File: src/hw/rtl/sab_pkg.sv
// Shared types, codes and constants of the scaled alpha blitter.
// No dependencies; the controller, datapath, top level and checker import it.
`default_nettype none
package sab_pkg;

  localparam int DEF_MAX_WIDTH  = 64;
  localparam int DEF_MAX_HEIGHT = 64;

  localparam int CFG_W  = 7;   // size register width
  localparam int DIM_W  = 11;  // effective size width
  localparam int CRD_W  = 19;  // signed coordinate incl. scaled offset
  localparam int QACC_W = 17;  // scaled offset accumulator

  localparam logic [15:0] FULL_K  = 16'd65025;
  localparam logic [16:0] RECIP_K = 17'd66051;  // floor(2^32 / 65025)

  typedef enum logic [1:0] {
    CMD_WR_SRC = 2'd0,
    CMD_WR_DST = 2'd1,
    CMD_RD_DST = 2'd2,
    CMD_BLIT   = 2'd3
  } cmd_t;

  localparam logic [1:0] ST_DONE    = 2'd0;
  localparam logic [1:0] ST_EMPTY   = 2'd1;
  localparam logic [1:0] ST_OUTSIDE = 2'd2;

  localparam logic [1:0] REG_SRC_W = 2'd0;
  localparam logic [1:0] REG_SRC_H = 2'd1;
  localparam logic [1:0] REG_DST_W = 2'd2;
  localparam logic [1:0] REG_DST_H = 2'd3;

  typedef struct packed {
    logic load;
    logic disp;
    logic div_start;
    logic div_sel;
    logic rd;
    logic wr;
    logic adv;
    logic out_load;
  } sab_cmd_t;

  typedef struct packed {
    cmd_t cmd;
    logic empty;
    logic div_busy;
    logic pix_ok;
    logic last;
  } sab_stat_t;

endpackage
`default_nettype wire

File: src/hw/rtl/sab_ctrl.sv
// Blitter controller: sequences commands, divider runs and the pixel loop.
// Depends on sab_pkg.
`default_nettype none
module sab_ctrl (
  input  wire logic               clk,
  input  wire logic               rst_n,
  input  wire logic               in_valid,
  output logic                    in_ready,
  output logic                    out_valid,
  input  wire logic               out_ready,
  input  wire sab_pkg::sab_stat_t stat,
  output sab_pkg::sab_cmd_t       cmd
);
  import sab_pkg::*;

  typedef enum logic [3:0] {
    S_IDLE, S_DISP, S_DIVX, S_DIVY, S_CHK, S_MK, S_MS, S_MQ, S_WR, S_FIN
  } state_t;

  state_t state_r, state_nxt;
  logic   out_valid_r, out_valid_nxt;

  always_comb begin
    state_nxt = state_r;
    cmd       = '0;
    in_ready  = 1'b0;
    case (state_r)
      S_IDLE: begin
        in_ready = 1'b1;
        if (in_valid) begin
          cmd.load  = 1'b1;
          state_nxt = S_DISP;
        end
      end
      S_DISP: begin
        cmd.disp = 1'b1;
        if (stat.cmd == CMD_BLIT && !stat.empty) begin
          cmd.div_start = 1'b1;
          state_nxt     = S_DIVX;
        end else begin
          state_nxt = S_FIN;
        end
      end
      S_DIVX: begin
        if (!stat.div_busy) begin
          cmd.div_start = 1'b1;
          cmd.div_sel   = 1'b1;
          state_nxt     = S_DIVY;
        end
      end
      S_DIVY: begin
        if (!stat.div_busy) state_nxt = S_CHK;
      end
      S_CHK: begin
        if (stat.pix_ok) begin
          cmd.rd    = 1'b1;
          state_nxt = S_MK;
        end else if (stat.last) begin
          state_nxt = S_FIN;
        end else begin
          cmd.adv = 1'b1;
        end
      end
      S_MK: state_nxt = S_MS;
      S_MS: state_nxt = S_MQ;
      S_MQ: state_nxt = S_WR;
      S_WR: begin
        cmd.wr = 1'b1;
        if (stat.last) begin
          state_nxt = S_FIN;
        end else begin
          cmd.adv   = 1'b1;
          state_nxt = S_CHK;
        end
      end
      S_FIN: begin
        if (!out_valid_r || out_ready) begin
          cmd.out_load = 1'b1;
          state_nxt    = S_IDLE;
        end
      end
      default: state_nxt = S_IDLE;
    endcase
    out_valid_nxt = cmd.out_load ? 1'b1 : (out_ready ? 1'b0 : out_valid_r);
  end

  always_ff @(posedge clk) begin
    if (!rst_n) begin
      state_r     <= S_IDLE;
      out_valid_r <= 1'b0;
    end else begin
      state_r     <= state_nxt;
      out_valid_r <= out_valid_nxt;
    end
  end

  assign out_valid = out_valid_r;

endmodule
`default_nettype wire

File: config.mk
export PLATFORM = sky130hd
export DESIGN_NAME = sab_ctrl
export DESIGN_NICKNAME = d
export VERILOG_FILES = /design/src/hw/rtl/sab_pkg.sv /design/src/hw/rtl/sab_ctrl.sv
export SDC_FILE = /design/constraint.sdc
export NUM_CORES = 1
export LEC_CHECK = 0
export BUFFER_PORTS_ARGS = -buffer_cell sky130_fd_sc_hd__clkbuf_2
export CAP_MARGIN = 20
export CORE_UTILIZATION = 35
export CTS_CLUSTER_SIZE = 20
export DETAILED_ROUTE_END_ITERATION = 8
export PLACE_DENSITY_LB_ADDON = 0.2
export SYNTH_ARGS = -nofsm -noshare
export SYNTH_HDL_FRONTEND = slang
export SYNTH_SLANG_ARGS = --single-unit
File: constraint.sdc
create_clock -name clk -period 2.6 [get_ports clk]
set_input_delay 0.52 -clock clk [delete_from_list [all_inputs] [get_ports clk]]
set_output_delay 0.52 -clock clk [all_outputs]
set_load 0.01 [all_outputs]
==> reports/metrics.csv <==
metric,value,unit
drt.antenna.violating_nets,0,
gp_congestion,0.741,
fp.coreArea,1300,um2
dr.pass1.iters,4,
antenna_found_initial,0,
post-cts-setup-buffers,0,
dpl.cell_count,92,
p_switching,0.271,mW
initial_core_util,37.2,%
rr_endpoint,state_r[0],
rsz0062_at_grt,false,
p_int,0.324,mW
layout.nets,92,
syn_inst,63,
cts_made_buffers,3,
synthFlopType,dfxtp_1,
instances_no_fill,96,
grt_max_degree,17,
placed_cell_area,568,um2
numPortBuffers,19,
die_area,1540,um2
vdd_drop_max,0.375,mV
crit_fanout,15,
layout-drive-gt1-share,34.6,%
std_cell_rows,13,
post_synth_num_cell_types,34,
ios,20,
die_width,39.2,um
power.share.sequential,31.6,%
track_usage,18.0,%
setup_tns,0,ns
clkTransAtPathRegs,0.04,ns
fin_crit_sh,80.1,%
drt-initial-drc-count,7,
worst_clock_skew,0.00143,ns
hold_viol_final,0,
finalWirelength,1140,um
syn_area_per_cell,7.69,um2
min_from,out_valid,
overflow,0,
critPathArrivalTime,1.56,ns
holdBufCountCts,0,
synthMuxAreaShare,4.39,%
fmax,480,MHz
hold_path.class,flip-flop to flip-flop,
pwr-share-comb,53.6,%
reg2reg_depth,4,
die_height,39.2,um
synth-simple-area-share,44.4,%
cts_tree,built,
p_leak,0.270,nW
vias,512,
drv_cap,0,
rr_startpoint,state_r[1],
power_density,1000,nW/um2
synthesis.nets,73,
clockRootBuffer,clkbuf_4,
power_frac_clock,14.8,%
clock_latency,0.24,ns
critPathLaunch,state_r[0],
status,"finished, final reports clean",
clockBufferDepth,2,
synth_seq_cells,5,
postCtsResizedCells,0,
mappedNetlistArea,484,um2
clock_sinks,5,
syn_to_final_growth,22.7,%
r2r_setup_slack,0.96,ns
grt_pass1_wl,1920,um
synth_fa_ha_area_share,0,%
wl_per_cell,11.8,um
drc_errors,0,
setup_viol,0,
layout_min_cycle_time,2.08,ns
crit_end,cmd[5],
grt_pass1_vias,451,
critical_path_class,flip-flop to primary output,
diodes,0,
synth_warnings,0,
crit_required,2.08,ns
synthArstFlopShare,0,%
dp_hpwl,869,um
swShare,45.5,%
cts_max_level,1,
relSlewSlack,66.9,%
tightest_slew,0.496,ns
yosysSeqAreaShare,20.7,%
finalInstanceArea,594,um2
synth-compound-area-share,22.7,%
hold_ws,0.516,ns
synth_xor_area_share,0,%
synth_top_family_by_area,simple AND/OR/NAND/NOR gates,
synth-edff-count,0,
critPathLaunchType,flip-flop,
endpoint_kind,primary output,
via_per_inst,5.33,
report.final.slew_viol_count,0,
[worst min path at each step]
stage | end | cells after the start
3_3_place_gp | out_valid | 2
3_5_place_dp | out_valid | 2
4_1_cts | out_valid | 2
2_1_floorplan | out_valid | 2
6_report | out_valid | 2
5_1_grt | out_valid | 2
[registers in the layout, indices dropped and copies added, names as in the netlist]
name / flops
state_r: 4
out_valid: 1
[cell usage after synthesis, drive strengths merged, types with 3 or more instances]
cell	n	area share, %
buf	5	6.2
dfxtp	5	21
nand2b	5	6.5
nor2	5	3.9
nand2	4	3.1
nor2b	4	5.2
nor3	4	5.2
a21oi	3	3.1
[logic make-up (layout without fill, tap and decap cells)]
group,Yosys count,after routing
mux,2,2
compound gates,14,14
buf+inv,7,25
flops,5,5
simple gates,35,35
[critical path, cell delays in order, from the launching register on]
cell and delay, ns:
dfxtp_1 0.62, nor2_1 0.09, and3_1 0.20, or2_2 0.28
clkbuf_2 0.13
[placed cells by master, fill, tap and decap left out, types with 2 or more instances in the layout]
cell / instances
nor2b_1: 4
nor2_1: 5
nor3_1: 3
nand2_1: 4
inv_1: 2
dfxtp_1: 5
clkbuf_4: 3
nand2b_1: 5
clkbuf_2: 19
or3b_1: 2
nor4_1: 2
o21ai_0: 2
a21oi_1: 3
[cell type report]
class | instances | area [um2]
fill | 140 | 707
multi-input combinational | 51 | 347
sequential | 5 | 100
timing repair buffer | 19 | 95.1
clock buffer | 4 | 26.3
tap | 15 | 18.8
inverter | 2 | 7.51
[stage by stage]
step	setup WS [ns]	util, %	power (mW)
after floorplan	0.829	-	0.425
after global placement	0.793	43.7	0.504
after detailed placement	0.773	43.7	0.511
after CTS	0.518	45.7	0.600
after global routing	0.314	45.7	0.653
final	0.516	45.7	0.595
[power by group through the flow]
| stage | Clock, mW | Combinational (mW) | Sequential, mW |
|---|---|---|---|
| 3_5_place_dp | 0 | 0.322 | 0.189 |
| 4_1_cts | 0.0912 | 0.322 | 0.187 |
| 2_1_floorplan | 0 | 0.300 | 0.125 |
| 5_1_grt | 0.0960 | 0.357 | 0.199 |
| 6_report | 0.0880 | 0.319 | 0.188 |
| 3_3_place_gp | 0 | 0.317 | 0.187 |
[metal layers]
layer | vias up | track usage (%) | part of all wire [%]
li1 | 268 | - | -
met4 | 0 | 0 | 0
met3 | 0 | 6.94 | 4.5
met2 | 11 | 30.0 | 46
met5 | - | 0 | 0
met1 | 233 | 23.1 | 49
Power figures use the tool's default switching activity.
